==> config.mk <==
export PLATFORM = sky130hd
export DESIGN_NAME = contact_enter_stay_exit_tracker
export DESIGN_NICKNAME = d
export VERILOG_FILES = /design/src/design/cest_pkg.sv /design/src/design/contact_enter_stay_exit_tracker.sv /design/src/design/cest_cell.sv
export SDC_FILE = /design/constraint.sdc
export NUM_CORES = 1
export LEC_CHECK = 0
export BUFFER_PORTS_ARGS = -buffer_cell sky130_fd_sc_hd__buf_2
export CAP_MARGIN = 20
export CORE_ASPECT_RATIO = 1.1
export CORE_MARGIN = 10
export CORE_UTILIZATION = 53
export CTS_BUF_LIST = sky130_fd_sc_hd__clkbuf_2
export DETAILED_ROUTE_END_ITERATION = 8
export PLACE_DENSITY = 0.84
export SETUP_SLACK_MARGIN = 0.1
export SYNTH_ARGS = -nofsm -noshare
export SYNTH_HDL_FRONTEND = slang
export SYNTH_SLANG_ARGS = --single-unit
==> constraint.sdc <==
create_clock -name i_clk -period 5 [get_ports i_clk]
set_clock_uncertainty 0.2 [all_clocks]
set_input_delay 1.25 -clock i_clk [delete_from_list [all_inputs] [get_ports i_clk]]
set_output_delay 1.25 -clock i_clk [all_outputs]
set_load 0.03 [all_outputs]
==> src/design/cest_pkg.sv <==
// Shared types and codes for the contact enter/stay/exit tracker.
package cest_pkg;

    // Width of the partner ID field on the ports
    localparam int unsigned ID_FIELD_W = 16;

    // Input word kinds (code 3 is ignored)
    typedef enum logic [1:0] {
        KIND_REPORT = 2'd0,
        KIND_FRAME  = 2'd1,
        KIND_DEACT  = 2'd2
    } t_kind;

    // Result event codes
    typedef enum logic [2:0] {
        EV_ENTER = 3'd0,
        EV_STAY  = 3'd1,
        EV_EXIT  = 3'd2,
        EV_DONE  = 3'd3,
        EV_FULL  = 3'd4
    } t_event;

    // Control sequencer states
    typedef enum logic [1:0] {
        ST_IDLE,
        ST_SWEEP,
        ST_DONE
    } t_state;

    // Input word
    typedef struct packed {
        t_kind                   kind;
        logic [ID_FIELD_W-1:0]   partner_id;
        logic                    self_dead;
        logic                    partner_dead;
    } t_in_word;

    // Result word
    typedef struct packed {
        t_event                  event_res;
        logic [ID_FIELD_W-1:0]   event_partner;
        logic                    notify_partner;
        logic                    last;
    } t_out_word;

    // Per-cell command from the sequencer
    typedef struct packed {
        logic shift;   // ring rotate: take the neighbor's entry
        logic report;  // contact report lookup is being applied
        logic insert;  // this cell takes the new partner
        logic dead;    // either owner is dead
    } t_cell_cmd;

endpackage

==> src/design/contact_enter_stay_exit_tracker.sv <==
// Top level of the contact enter/stay/exit tracker: cell ring and sweep sequencer.
//
// A contact report is looked up in all cells at once and applied at the edge that
// accepts it; its result, if any, is on o_word with o_strobe in the next cycle, and a
// new report can be accepted every cycle while not busy. A frame-end or deactivate
// sweep rotates the ring of TABLE_DEPTH cells one entry per cycle past the head, so
// busy stays high while each entry passes the head, and then for the done word.
// Exit words come out in ascending table order, at most one per cycle, and the done
// word (last set) follows. Results cannot be held off: capture every strobed word.
module contact_enter_stay_exit_tracker #(
    parameter int unsigned TABLE_DEPTH = 16,
    parameter int unsigned ID_BITS     = 16
) (
    input  logic                 i_clk,
    input  logic                 i_rst_n,
    input  logic                 start,
    output logic                 busy,
    input  cest_pkg::t_in_word   i_word,
    output logic                 o_strobe,
    output cest_pkg::t_out_word  o_word
);
    import cest_pkg::*;

    localparam int unsigned IdW  = (ID_BITS < ID_FIELD_W) ? ID_BITS : ID_FIELD_W;
    localparam int unsigned CntW = $clog2(TABLE_DEPTH);

    // Cell ring views
    logic [TABLE_DEPTH-1:0] w_valid, w_contact, w_seen, w_hit;
    logic [IdW-1:0]         w_partner [TABLE_DEPTH];
    logic [TABLE_DEPTH-1:0] w_sh_valid, w_sh_contact, w_sh_seen;
    logic [IdW-1:0]         w_sh_partner [TABLE_DEPTH];
    t_cell_cmd              w_cmd [TABLE_DEPTH];

    // Lookup summary
    logic [IdW-1:0]         w_pid;
    logic                   w_dead;
    logic [TABLE_DEPTH-1:0] w_free_oh;
    logic                   w_full, w_hit_any, w_hit_contact;
    logic                   w_accept, w_report;

    // Head of the ring after sweep processing
    logic                   w_head_valid, w_head_contact, w_head_emit;

    // Sequencer registers
    t_state                 r_state, n_state;
    logic [CntW-1:0]        r_cnt, n_cnt;
    logic                   r_deact, n_deact;
    logic                   r_strobe, n_strobe;
    t_out_word              r_out, n_out;
    logic                   n_shift;

    assign w_pid    = i_word.partner_id[IdW-1:0];
    assign w_dead   = i_word.self_dead | i_word.partner_dead;
    assign busy     = (r_state != ST_IDLE);
    assign w_accept = start && !busy;
    assign w_report = w_accept && (i_word.kind == KIND_REPORT);

    // Lowest free entry as a one-hot; zero when the table is full
    assign w_free_oh     = ~w_valid & (w_valid + TABLE_DEPTH'(1));
    assign w_full        = &w_valid;
    assign w_hit_any     = |w_hit;
    assign w_hit_contact = |(w_hit & w_contact);

    // Cell row
    for (genvar g = 0; g < TABLE_DEPTH; g++) begin : g_cell
        assign w_cmd[g] = '{shift:  n_shift,
                            report: w_report,
                            insert: w_report && !w_hit_any && w_free_oh[g],
                            dead:   w_dead};

        if (g == TABLE_DEPTH - 1) begin : g_tail
            assign w_sh_valid[g]   = w_head_valid;
            assign w_sh_partner[g] = w_partner[0];
            assign w_sh_contact[g] = w_head_contact;
            assign w_sh_seen[g]    = 1'b0;
        end else begin : g_link
            assign w_sh_valid[g]   = w_valid[g+1];
            assign w_sh_partner[g] = w_partner[g+1];
            assign w_sh_contact[g] = w_contact[g+1];
            assign w_sh_seen[g]    = w_seen[g+1];
        end

        cest_cell #(
            .ID_W (IdW)
        ) u_cell (
            .i_clk        (i_clk),
            .i_rst_n      (i_rst_n),
            .i_cmd        (w_cmd[g]),
            .i_pid        (w_pid),
            .i_sh_valid   (w_sh_valid[g]),
            .i_sh_partner (w_sh_partner[g]),
            .i_sh_contact (w_sh_contact[g]),
            .i_sh_seen    (w_sh_seen[g]),
            .o_valid      (w_valid[g]),
            .o_partner    (w_partner[g]),
            .o_contact    (w_contact[g]),
            .o_seen       (w_seen[g]),
            .o_hit        (w_hit[g])
        );
    end

    // Sweep step on the head entry; seen is always cleared on the way round
    always_comb begin
        w_head_valid   = w_valid[0];
        w_head_contact = w_contact[0];
        w_head_emit    = 1'b0;
        if (w_valid[0]) begin
            if (r_deact) begin
                if (w_contact[0]) begin
                    w_head_contact = 1'b0;
                    w_head_emit    = 1'b1;
                end
            end else if (!w_seen[0]) begin
                if (w_contact[0]) begin
                    w_head_contact = 1'b0;
                    w_head_emit    = 1'b1;
                end else begin
                    w_head_valid = 1'b0;
                end
            end
        end
    end

    // Sequencer: next state and result word
    always_comb begin
        n_state  = r_state;
        n_cnt    = r_cnt;
        n_deact  = r_deact;
        n_strobe = 1'b0;
        n_out    = '{event_res: EV_DONE, event_partner: '0,
                     notify_partner: 1'b0, last: 1'b1};
        n_shift  = 1'b0;
        unique case (r_state)
            ST_IDLE: begin
                if (w_accept) begin
                    case (i_word.kind)
                        KIND_REPORT: begin
                            n_out.event_partner = ID_FIELD_W'(w_pid);
                            if (w_hit_any) begin
                                if (w_hit_contact) begin
                                    n_strobe        = 1'b1;
                                    n_out.event_res = w_dead ? EV_EXIT : EV_STAY;
                                end else if (!w_dead) begin
                                    n_strobe        = 1'b1;
                                    n_out.event_res = EV_ENTER;
                                end
                            end else begin
                                n_strobe        = 1'b1;
                                n_out.event_res = w_full ? EV_FULL : EV_ENTER;
                            end
                        end
                        KIND_FRAME: begin
                            n_state = ST_SWEEP;
                            n_cnt   = '0;
                            n_deact = 1'b0;
                        end
                        KIND_DEACT: begin
                            n_state = ST_SWEEP;
                            n_cnt   = '0;
                            n_deact = 1'b1;
                        end
                        default: begin
                            n_state = ST_IDLE;
                        end
                    endcase
                end
            end
            ST_SWEEP: begin
                n_shift              = 1'b1;
                n_strobe             = w_head_emit;
                n_out.event_res      = EV_EXIT;
                n_out.event_partner  = ID_FIELD_W'(w_partner[0]);
                n_out.notify_partner = r_deact;
                n_out.last           = 1'b0;
                n_cnt                = r_cnt + CntW'(1);
                if (r_cnt == CntW'(TABLE_DEPTH - 1)) begin
                    n_state = ST_DONE;
                end
            end
            ST_DONE: begin
                n_strobe = 1'b1;
                n_state  = ST_IDLE;
            end
            default: begin
                n_state = ST_IDLE;
            end
        endcase
    end

    always_ff @(posedge i_clk) begin
        if (!i_rst_n) begin
            r_state  <= ST_IDLE;
            r_strobe <= 1'b0;
        end else begin
            r_state  <= n_state;
            r_strobe <= n_strobe;
        end
    end

    // Payload and sweep bookkeeping, no reset
    always_ff @(posedge i_clk) begin
        r_cnt   <= n_cnt;
        r_deact <= n_deact;
        r_out   <= n_out;
    end

    assign o_strobe = r_strobe;
    assign o_word   = r_out;

`ifndef NO_ASSERTIONS
    // Partner IDs in the table are unique, so a lookup hits at most one cell
    a_hit_unique: assert property (@(posedge i_clk) disable iff (!i_rst_n)
        $onehot0(w_hit))
        else $error("more than one cell matches the partner");

    // A report that finds a full table leaves the valid set alone
    a_full_no_insert: assert property (@(posedge i_clk) disable iff (!i_rst_n)
        w_report && w_full && !w_hit_any |=> $stable(w_valid))
        else $error("insert on a full table");

    // The done step always delivers a done word with last set
    a_done_word: assert property (@(posedge i_clk) disable iff (!i_rst_n)
        r_state == ST_DONE |=> o_strobe && o_word.event_res == EV_DONE
                               && o_word.last && r_state == ST_IDLE)
        else $error("sweep did not close with a done word");

    // During a sweep, every strobed word is an exit word with last clear
    a_sweep_exit: assert property (@(posedge i_clk) disable iff (!i_rst_n)
        r_state == ST_SWEEP |=> !o_strobe || (o_word.event_res == EV_EXIT && !o_word.last))
        else $error("sweep produced a word other than exit");
`endif

endmodule

==> src/design/cest_cell.sv <==
// One table entry of the contact tracker ring: holds, matches and shifts its entry.
module cest_cell #(
    parameter int unsigned ID_W = 16
) (
    input  logic              i_clk,
    input  logic              i_rst_n,
    input  cest_pkg::t_cell_cmd i_cmd,
    input  logic [ID_W-1:0]   i_pid,
    input  logic              i_sh_valid,
    input  logic [ID_W-1:0]   i_sh_partner,
    input  logic              i_sh_contact,
    input  logic              i_sh_seen,
    output logic              o_valid,
    output logic [ID_W-1:0]   o_partner,
    output logic              o_contact,
    output logic              o_seen,
    output logic              o_hit
);
    import cest_pkg::*;

    logic            r_valid, n_valid;
    logic [ID_W-1:0] r_partner, n_partner;
    logic            r_contact, n_contact;
    logic            r_seen, n_seen;

    // Match against the reported partner
    assign o_hit = r_valid && (r_partner == i_pid);

    // Entry update: rotate, insert, or lookup hit
    always_comb begin
        n_valid   = r_valid;
        n_partner = r_partner;
        n_contact = r_contact;
        n_seen    = r_seen;
        if (i_cmd.shift) begin
            n_valid   = i_sh_valid;
            n_partner = i_sh_partner;
            n_contact = i_sh_contact;
            n_seen    = i_sh_seen;
        end else if (i_cmd.insert) begin
            n_valid   = 1'b1;
            n_partner = i_pid;
            n_contact = 1'b1;
            n_seen    = 1'b1;
        end else if (i_cmd.report && o_hit) begin
            // stay/re-enter keep contact, a dead owner drops it
            n_seen    = 1'b1;
            n_contact = !i_cmd.dead;
        end
    end

    always_ff @(posedge i_clk) begin
        if (!i_rst_n) begin
            r_valid <= 1'b0;
        end else begin
            r_valid <= n_valid;
        end
    end

    // Payload, no reset
    always_ff @(posedge i_clk) begin
        r_partner <= n_partner;
        r_contact <= n_contact;
        r_seen    <= n_seen;
    end

    assign o_valid   = r_valid;
    assign o_partner = r_partner;
    assign o_contact = r_contact;
    assign o_seen    = r_seen;

endmodule
==> results.py, run 1 <==
metrics = {
    "clock_network": {
        "cts_setup_buffers": 0,
        "cts.reportedPaths.clkPinSlew_ns": 0.11,
        "clock_path_buffers": 3,
        "clock-sinks": 333,
        "tritoncts": "done",
        "cts_made_buffers": 86,
        "post_cts_hold_buffer_count": 0,
        "clkLatencyLatePin_ns": 0.97,
        "cts-resized-gates": 0,
        "clockRootBuffer": "clkbuf_2",
        "cts.htree.levels": 3,
    },
    "pwr": {
        "power_per_cell_area_nw_per_um2": 350,
        "peakVddDrop_uv": 190,
        "static_power_due_to_leakage_uw": 0.00787,
    },
    "status": {
        "run_status": "finished, final reports clean",
    },
    "yosys": {
        "yosys.area.top_type_share_pct": 52.4,
        "postSynth.topFlopCell": "edfxtp_1",
        "synth_edf_count": 292,
        "synth_largest_area_cell": "edfxtp_1",
        "synth-warning-count": 0,
        "post_synthesis_sequential_area_ratio_pct": 57.3,
        "syn_inst": 1334,
        "unique_cell_type_count_in_the_yosys_netlist": 51,
        "synth.cell_area_um2": 16700,
        "async_flop_share_pct": 0,
        "mappedNetlistNets": 1361,
        "yosys_register_bits": 333,
        "syn-mean-instance-area_um2": 12.6,
        "synth.top_cells.by_area": "edfxtp_1 (52%), xor2_1 (13%), a21o_1 (12%), dfxtp_1 (4.9%), nor4_1 (1.9%)",
    },
    "timing": {
        "post-route-min-period_ns": 4.01,
        "setup_repair_after_global_routing_missed_its_margin": "no",
        "period_share_pct": 80.2,
        "post-route-worst-setup-slack_ns": 0.988,
        "finalSetupViolations": 0,
        "timing.final.max_slew_violations": 0,
        "maxClockFrequency_mhz": 249,
        "relative_slew_slack_pct": 12.9,
        "finalHoldViolCount": 0,
        "setup_tns_ns": 0,
        "tightest_slew_ns": 1.31,
    },
    "flow_run": {
        "maxCapViolations": 0,
    },
    "cells_and_area": {
        "finalNonFillerCells": 1889,
        "fraction_of_final_layout_cells_with_drive_strength_greater_than_1_pct": 16.8,
        "synthToLayoutAreaGrowth_pct": 7.93,
        "fillCellCount": 2584,
        "finish.net_count": 1426,
        "regArea_um2": 9590,
        "multiInputGateArea_um2": 6380,
    },
    "routing": {
        "final_antenna_net_count": 0,
        "routed_wirelength_um": 47700,
        "wl_per_cell_um": 25.3,
        "via_count": 11800,
        "drc_errors": 0,
        "firstDrtPassIters": 6,
        "drt_iter0_drc": 1838,
        "detail_route.vias_per_cell": 6.26,
    },
    "place": {
        "dpl.hpwl_um": 30700,
        "routability_cong": 0.966,
        "pre_cts_ws_ns": 0.213,
        "placed_cells": 1729,
        "port-buffer-count": 45,
    },
    "worst_setup_path": {
        "setup.worst_path.end_class": "register",
        "required_time_at_the_endpoint_of_the_critical_path_ns": 5.40,
        "cp.arrival_ns": 4.42,
        "setup.worst_path.class": "input port to register",
        "cp_max_fo": 16,
        "crit_path_start_kind": "input port",
    },
    "floorplanning": {
        "start_util_pct": 53.5,
        "ios": 46,
        "width_of_the_die_um": 189,
        "rows": 68,
        "die_h_um": 206,
        "floorplan.die_area_um2": 39100,
        "core_region_area_um2": 31300,
    },
    "global_routing": {
        "grt_first_pass_wirelength_um": 70900,
        "total_grt_overflow": 0,
        "via_count_of_the_first_global_routing_pass": 11800,
        "antenna_found_initial": 1,
        "largest_net_degree_at_the_start_of_global_routing": 238,
        "grt.total_usage_pct": 23.9,
    },
    "hold_path": {
        "worst_hold_path_type": "register to register",
    },
}
## flip-flops by register name, summed over array words and instances, names as in the netlist
register,flops
g_cell.u_cell.o_partner,256
o_word,21
g_cell.u_cell.o_contact,16
g_cell.u_cell.o_seen,16
g_cell.u_cell.o_valid,16
r_cnt,4
r_state,2
o_strobe,1
r_deact,1
## kinds of logic (layout without fill, tap and decap cells)
kind of cell             count (synthesis)  count (layout)  share of synthesized area, %
adder cells (fa/ha/maj)                  4               4                         0.299
buffers and inverters                  130             264                          4.74
XOR/XNOR                               258             258                          13.5
AND/OR/NAND/NOR                        240             240                          8.02
flip-flops                             333             333                          57.3
other                                    0               1                             0
AO/OA/AOI/OAI                          369             369                          16.2
## per-stage QoR
| step | hold WS [ns] | power (uW) | cell area, um2 | utilization (%) |
|---|---|---|---|---|
| after floorplan | 0.268 | 4100 | 16700 | - |
| after global placement | 0.278 | 4370 | 17200 | 55.0 |
| after detailed placement | 0.289 | 4400 | 17200 | 55.0 |
| after CTS | 0.277 | 6310 | 18000 | 57.5 |
| after global routing | 0.319 | 6560 | 18100 | 57.7 |
| final | 0.300 | 6330 | 18100 | 57.7 |
## layout make-up
class	instances	area share, %
timing repair buffer	93	3.95
clock inverter	31	0.997
sequential	333	53.1
antenna	1	0.0138
inverter	14	0.291
tap	420	2.91
clock buffer	126	3.49
multi-input combinational	871	35.3
## metal layers
layer | up-vias | wire length (um) | GRT usage (%)
met1 | 5713 | 17900 | 30.9
met5 | - | 0 | 0
met2 | 891 | 21500 | 36.7
met3 | 156 | 6060 | 5.52
met4 | 0 | 2260 | 12.8
li1 | 5066 | - | -
## worst max-delay path: stages
cell and delay [ns]:
buf_2 0.57, buf_4 0.29, xor2_1 0.08, nor4_1 0.39, nand4_1 0.19, nor3_1 0.52, nor4_4 0.13, nand3_2 0.27
buf_4 0.23, or3_1 0.17, nand2_1 0.07, buf_4 0.23
## placed cells by master (no fill, tap or decap), types with 6 or more instances in the layout
cell type / instances
nand2_1: 35
xnor2_1: 19
nor4_1: 50
a21oi_1: 26
nand3_1: 12
inv_1: 13
nor2_1: 36
dfxtp_1: 41
and2_1: 18
buf_2: 45
edfxtp_1: 292
clkbuf_2: 126
buf_4: 39
a22o_1: 18
a211o_1: 10
o21ai_0: 17
nand4_1: 15
or3_1: 9
buf_12: 7
a21o_1: 259
clkinv_1: 23
xor2_1: 239
or2_2: 6
nor3_1: 24
nand2b_1: 15
## Yosys cell counts, types with 3 or more instances
master,instances
ha_1,4
and3_1,5
nor4_1,50
a21o_1,259
buf_6,20
buf_8,9
o22ai_1,5
nor2_1,36
dfxtp_1,41
o31ai_1,5
edfxtp_1,292
and2_1,18
xor2_1,239
nand3_1,12
xnor2_1,19
or4_1,5
a22oi_1,4
nand4_1,15
or3_1,9
a211o_1,10
buf_12,3
clkbuf_1,79
a31oi_1,5
nand4_2,3
a21oi_1,26
nand2b_1,15
nor3_1,24
or2_2,6
inv_1,14
nand2_1,35
o211a_1,4
a22o_1,18
o21ai_0,20
## report_power, final
part	leakage, uW	internal [uW]	switching [uW]
combinational	0.00426	348	601
sequential	0.00300	3280	152
clock	0.000608	782	1170
total	0.00787	4410	1920
## worst paths after layout
check / from / to / slack [ns] / depth (start not counted)
min: g_cell[2].u_cell.o_seen$_SDFFCE_PN1P_ / g_cell[1].u_cell.o_seen$_SDFFCE_PN1P_ / 0.30 / 1
min reg2reg: g_cell[2].u_cell.o_seen$_SDFFCE_PN1P_ / g_cell[1].u_cell.o_seen$_SDFFCE_PN1P_ / 0.30 / 1
max reg2reg: g_cell[0].u_cell.o_valid$_SDFFE_PN0P_ / g_cell[12].u_cell.o_partner[1]$_DFFE_PP_ / 1.47 / 7
max: i_word[4] / g_cell[2].u_cell.o_partner[1]$_DFFE_PP_ / 0.99 / 12
Note: power is estimated with default switching activity, not from simulation.
==> inputs of run 2 (changes only) <==
- clock period: 5 -> 3.55 ns (I/O delays scaled with it)
==> run 2 against run 1 <==
  * Die area is the same
  * Routed wire length grew 1.1%
  * Global-route usage grew 0.26 points
  * Clock power grew 34%
  * First-iteration DRC count shrank 9.1%
  * Non-clock buffer count grew 101
  * Final cell count grew 4.9%
  * Combinational power grew 53%
  * Count of clock-buffer cells in the layout grew 5
  * Register-to-register slack lost 1.3 ns
  * Flip-flop and latch count is the same
  * Power grew 41%
==> results.py, run 2 (synthesis results as in run 1) <==
metrics = {
    "routing": {
        "via_count": 12300,
        "detail_route.vias_per_cell": 6.23,
        "firstDrtPassIters": 6,
        "wl_per_cell_um": 24.4,
        "final_antenna_net_count": 0,
        "drt_iter0_drc": 1671,
        "drc_errors": 0,
        "routed_wirelength_um": 48300,
    },
    "global_routing": {
        "grt_first_pass_wirelength_um": 72000,
        "grt.total_usage_pct": 24.1,
        "via_count_of_the_first_global_routing_pass": 12100,
        "total_grt_overflow": 0,
        "antenna_found_initial": 1,
        "largest_net_degree_at_the_start_of_global_routing": 207,
    },
    "cells_and_area": {
        "layout.cell_area.non_filler_um2": 19100,
        "synthToLayoutAreaGrowth_pct": 13.9,
        "finalNonFillerCells": 1981,
        "fillCellCount": 2404,
        "flip_flop_count_of_the_largest_register_after_layout": 256,
        "fraction_of_final_layout_cells_with_drive_strength_greater_than_1_pct": 23.0,
        "mostFrequentLayoutCells": "edfxtp_1 (292), a21o_1 (259), xor2_1 (239)",
        "finish.net_count": 1525,
        "layout.cells.most_common": "edfxtp_1",
    },
    "worst_setup_path": {
        "setup.worst_path.class": "register to register",
        "crit_path_start_kind": "register",
        "critical_path.most_common_cell": "buf_4",
        "timing.critical_path.cells": "xor2_1, nor4_2, nand2_1, o41ai_1, buf_4, nor4_4, buf_4, nand4_2, nor3_1, or2_2",
        "cp.arrival_ns": 3.72,
        "cp_slowest_cell": "edfxtp_1",
        "cp_max_fo": 16,
        "buffer_and_inverter_count_on_the_worst_path": 2,
        "critPathTopFamily": "simple AND/OR/NAND/NOR gates",
        "required_time_at_the_endpoint_of_the_critical_path_ns": 3.90,
        "crit_path_max_incr_delay_ns": 0.52,
        "setup.worst_path.end_class": "register",
    },
    "place": {
        "placed_cells": 1832,
        "dpl.hpwl_um": 33600,
        "placed_cell_area_um2": 18300,
        "routability_cong": 0.975,
        "port-buffer-count": 45,
    },
    "floorplanning": {
        "core_region_area_um2": 31300,
        "floorplan.die_area_um2": 39100,
        "rows": 68,
        "start_util_pct": 53.5,
        "die_h_um": 206,
        "ios": 46,
        "width_of_the_die_um": 189,
    },
    "clock_network": {
        "cts_made_buffers": 84,
        "cts.reportedPaths.clkPinSlew_ns": 0.12,
        "cts.htree.levels": 3,
        "clockRootBuffer": "clkbuf_2",
        "clock-sinks": 333,
        "clock_path_buffers": 3,
        "clkLatencyLatePin_ns": 0.93,
        "cts_setup_buffers": 0,
        "tritoncts": "done",
    },
    "timing": {
        "tightest_slew_ns": 0.925,
        "post-route-min-period_ns": 3.37,
        "setup_repair_after_global_routing_missed_its_margin": "no",
        "maxClockFrequency_mhz": 297,
        "finalHoldViolCount": 0,
        "period_share_pct": 94.9,
        "relative_slew_slack_pct": 38.4,
        "timing.final.max_slew_violations": 0,
        "finalSetupViolations": 0,
    },
    "status": {
        "run_status": "finished, final reports clean",
    },
    "pwr": {
        "power.share.clock_pct": 29.4,
        "totalPowerFinal_uw": 8890,
        "combinationalPowerShare_pct": 16.3,
        "power_frac_seq_pct": 54.2,
        "power.switching_uw": 2670,
        "p_sw_share_pct": 30.0,
        "static_power_due_to_leakage_uw": 0.00842,
        "internal_power_uw": 6220,
        "power_per_cell_area_nw_per_um2": 466,
        "peakVddDrop_uv": 217,
    },
    "flow_run": {
        "maxCapViolations": 0,
    },
    "hold_path": {
        "worst_hold_path_type": "input port to register",
    },
}
-- run 2: cell types whose count changed in the layout (fill, tap and decap cells not counted), sizes merged --
| cell | change |
|---|---|
| clkbuf | +5 |
| inv | -1 |
| bufinv | -1 |
| buf | +101 |
| clkinv | -12 |
-- run 2: path summary, 6_finish.rpt --
path / from / cells past startpoint / end / slack (ns)
worst max-delay path: g_cell[15].u_cell.o_partner[2]$_DFFE_PP_ / 10 / g_cell[13].u_cell.o_partner[1]$_DFFE_PP_ / 0.18
worst min register to register: g_cell[10].u_cell.o_seen$_SDFFCE_PN1P_ / 1 / g_cell[9].u_cell.o_seen$_SDFFCE_PN1P_ / 0.27
worst min-delay path: start / 3 / r_deact$_DFFE_PP_ / 0.17
worst max register to register: g_cell[15].u_cell.o_partner[2]$_DFFE_PP_ / 10 / g_cell[13].u_cell.o_partner[1]$_DFFE_PP_ / 0.18
-- run 2: layout make-up --
| cell class | count | area (um2) | share of cell area [%] |
|---|---|---|---|
| sequential | 333 | 9590 | 50.3 |
| multi-input combinational | 871 | 6440 | 33.8 |
| timing repair buffer | 194 | 1700 | 8.93 |
| clock buffer | 131 | 656 | 3.44 |
| tap | 420 | 526 | 2.76 |
| clock inverter | 17 | 96.3 | 0.505 |
| inverter | 14 | 52.6 | 0.276 |
| antenna | 1 | 2.50 | 0.0131 |
-- run 2: metrics by stage --
step | setup WS, ns | hold slack [ns] | TNS [ns] | utilization (%)
global route | 0.112 | 0.145 | 0 | 60.9
detailed placement | -0.481 | 0.288 | -116.63 | 58.5
global placement | -0.392 | 0.279 | -90.85 | 58.4
floorplan | -0.0508 | 0.268 | -0.933 | -
CTS | 0.146 | 0.118 | 0 | 60.9
finish | 0.181 | 0.167 | 0 | 60.9
-- run 2: power by group through the flow --
| stage | clock, uW | combinational, uW | sequential, uW |
|---|---|---|---|
| floorplan | 0 | 914 | 4870 |
| global placement | 0 | 1370 | 4890 |
| detailed placement | 0 | 1410 | 4900 |
| CTS | 2640 | 1420 | 4820 |
| global route | 2860 | 1530 | 4840 |
| finish | 2620 | 1450 | 4820 |
-- run 2: layer usage --
| metal | up-vias | global-route usage [%] | wire [um] |
|---|---|---|---|
| li1 | 5253 | - | - |
| met1 | 6016 | 29.6 | 17500 |
| met2 | 891 | 38.5 | 22200 |
| met3 | 188 | 5.84 | 5890 |
| met4 | 0 | 13.5 | 2650 |
| met5 | - | 0 | 0 |
-- run 2: tightest hold or removal path, stage by stage --
cell and delay (ns):
buf_2 0.11, nand3_1 0.10, inv_1 0.07
-- run 2: timing repair --
action / CTS / global route
hold buffers: 0 / 0
endpoints found under the setup margin: 0 / 41
gates resized for setup: 0 / 2
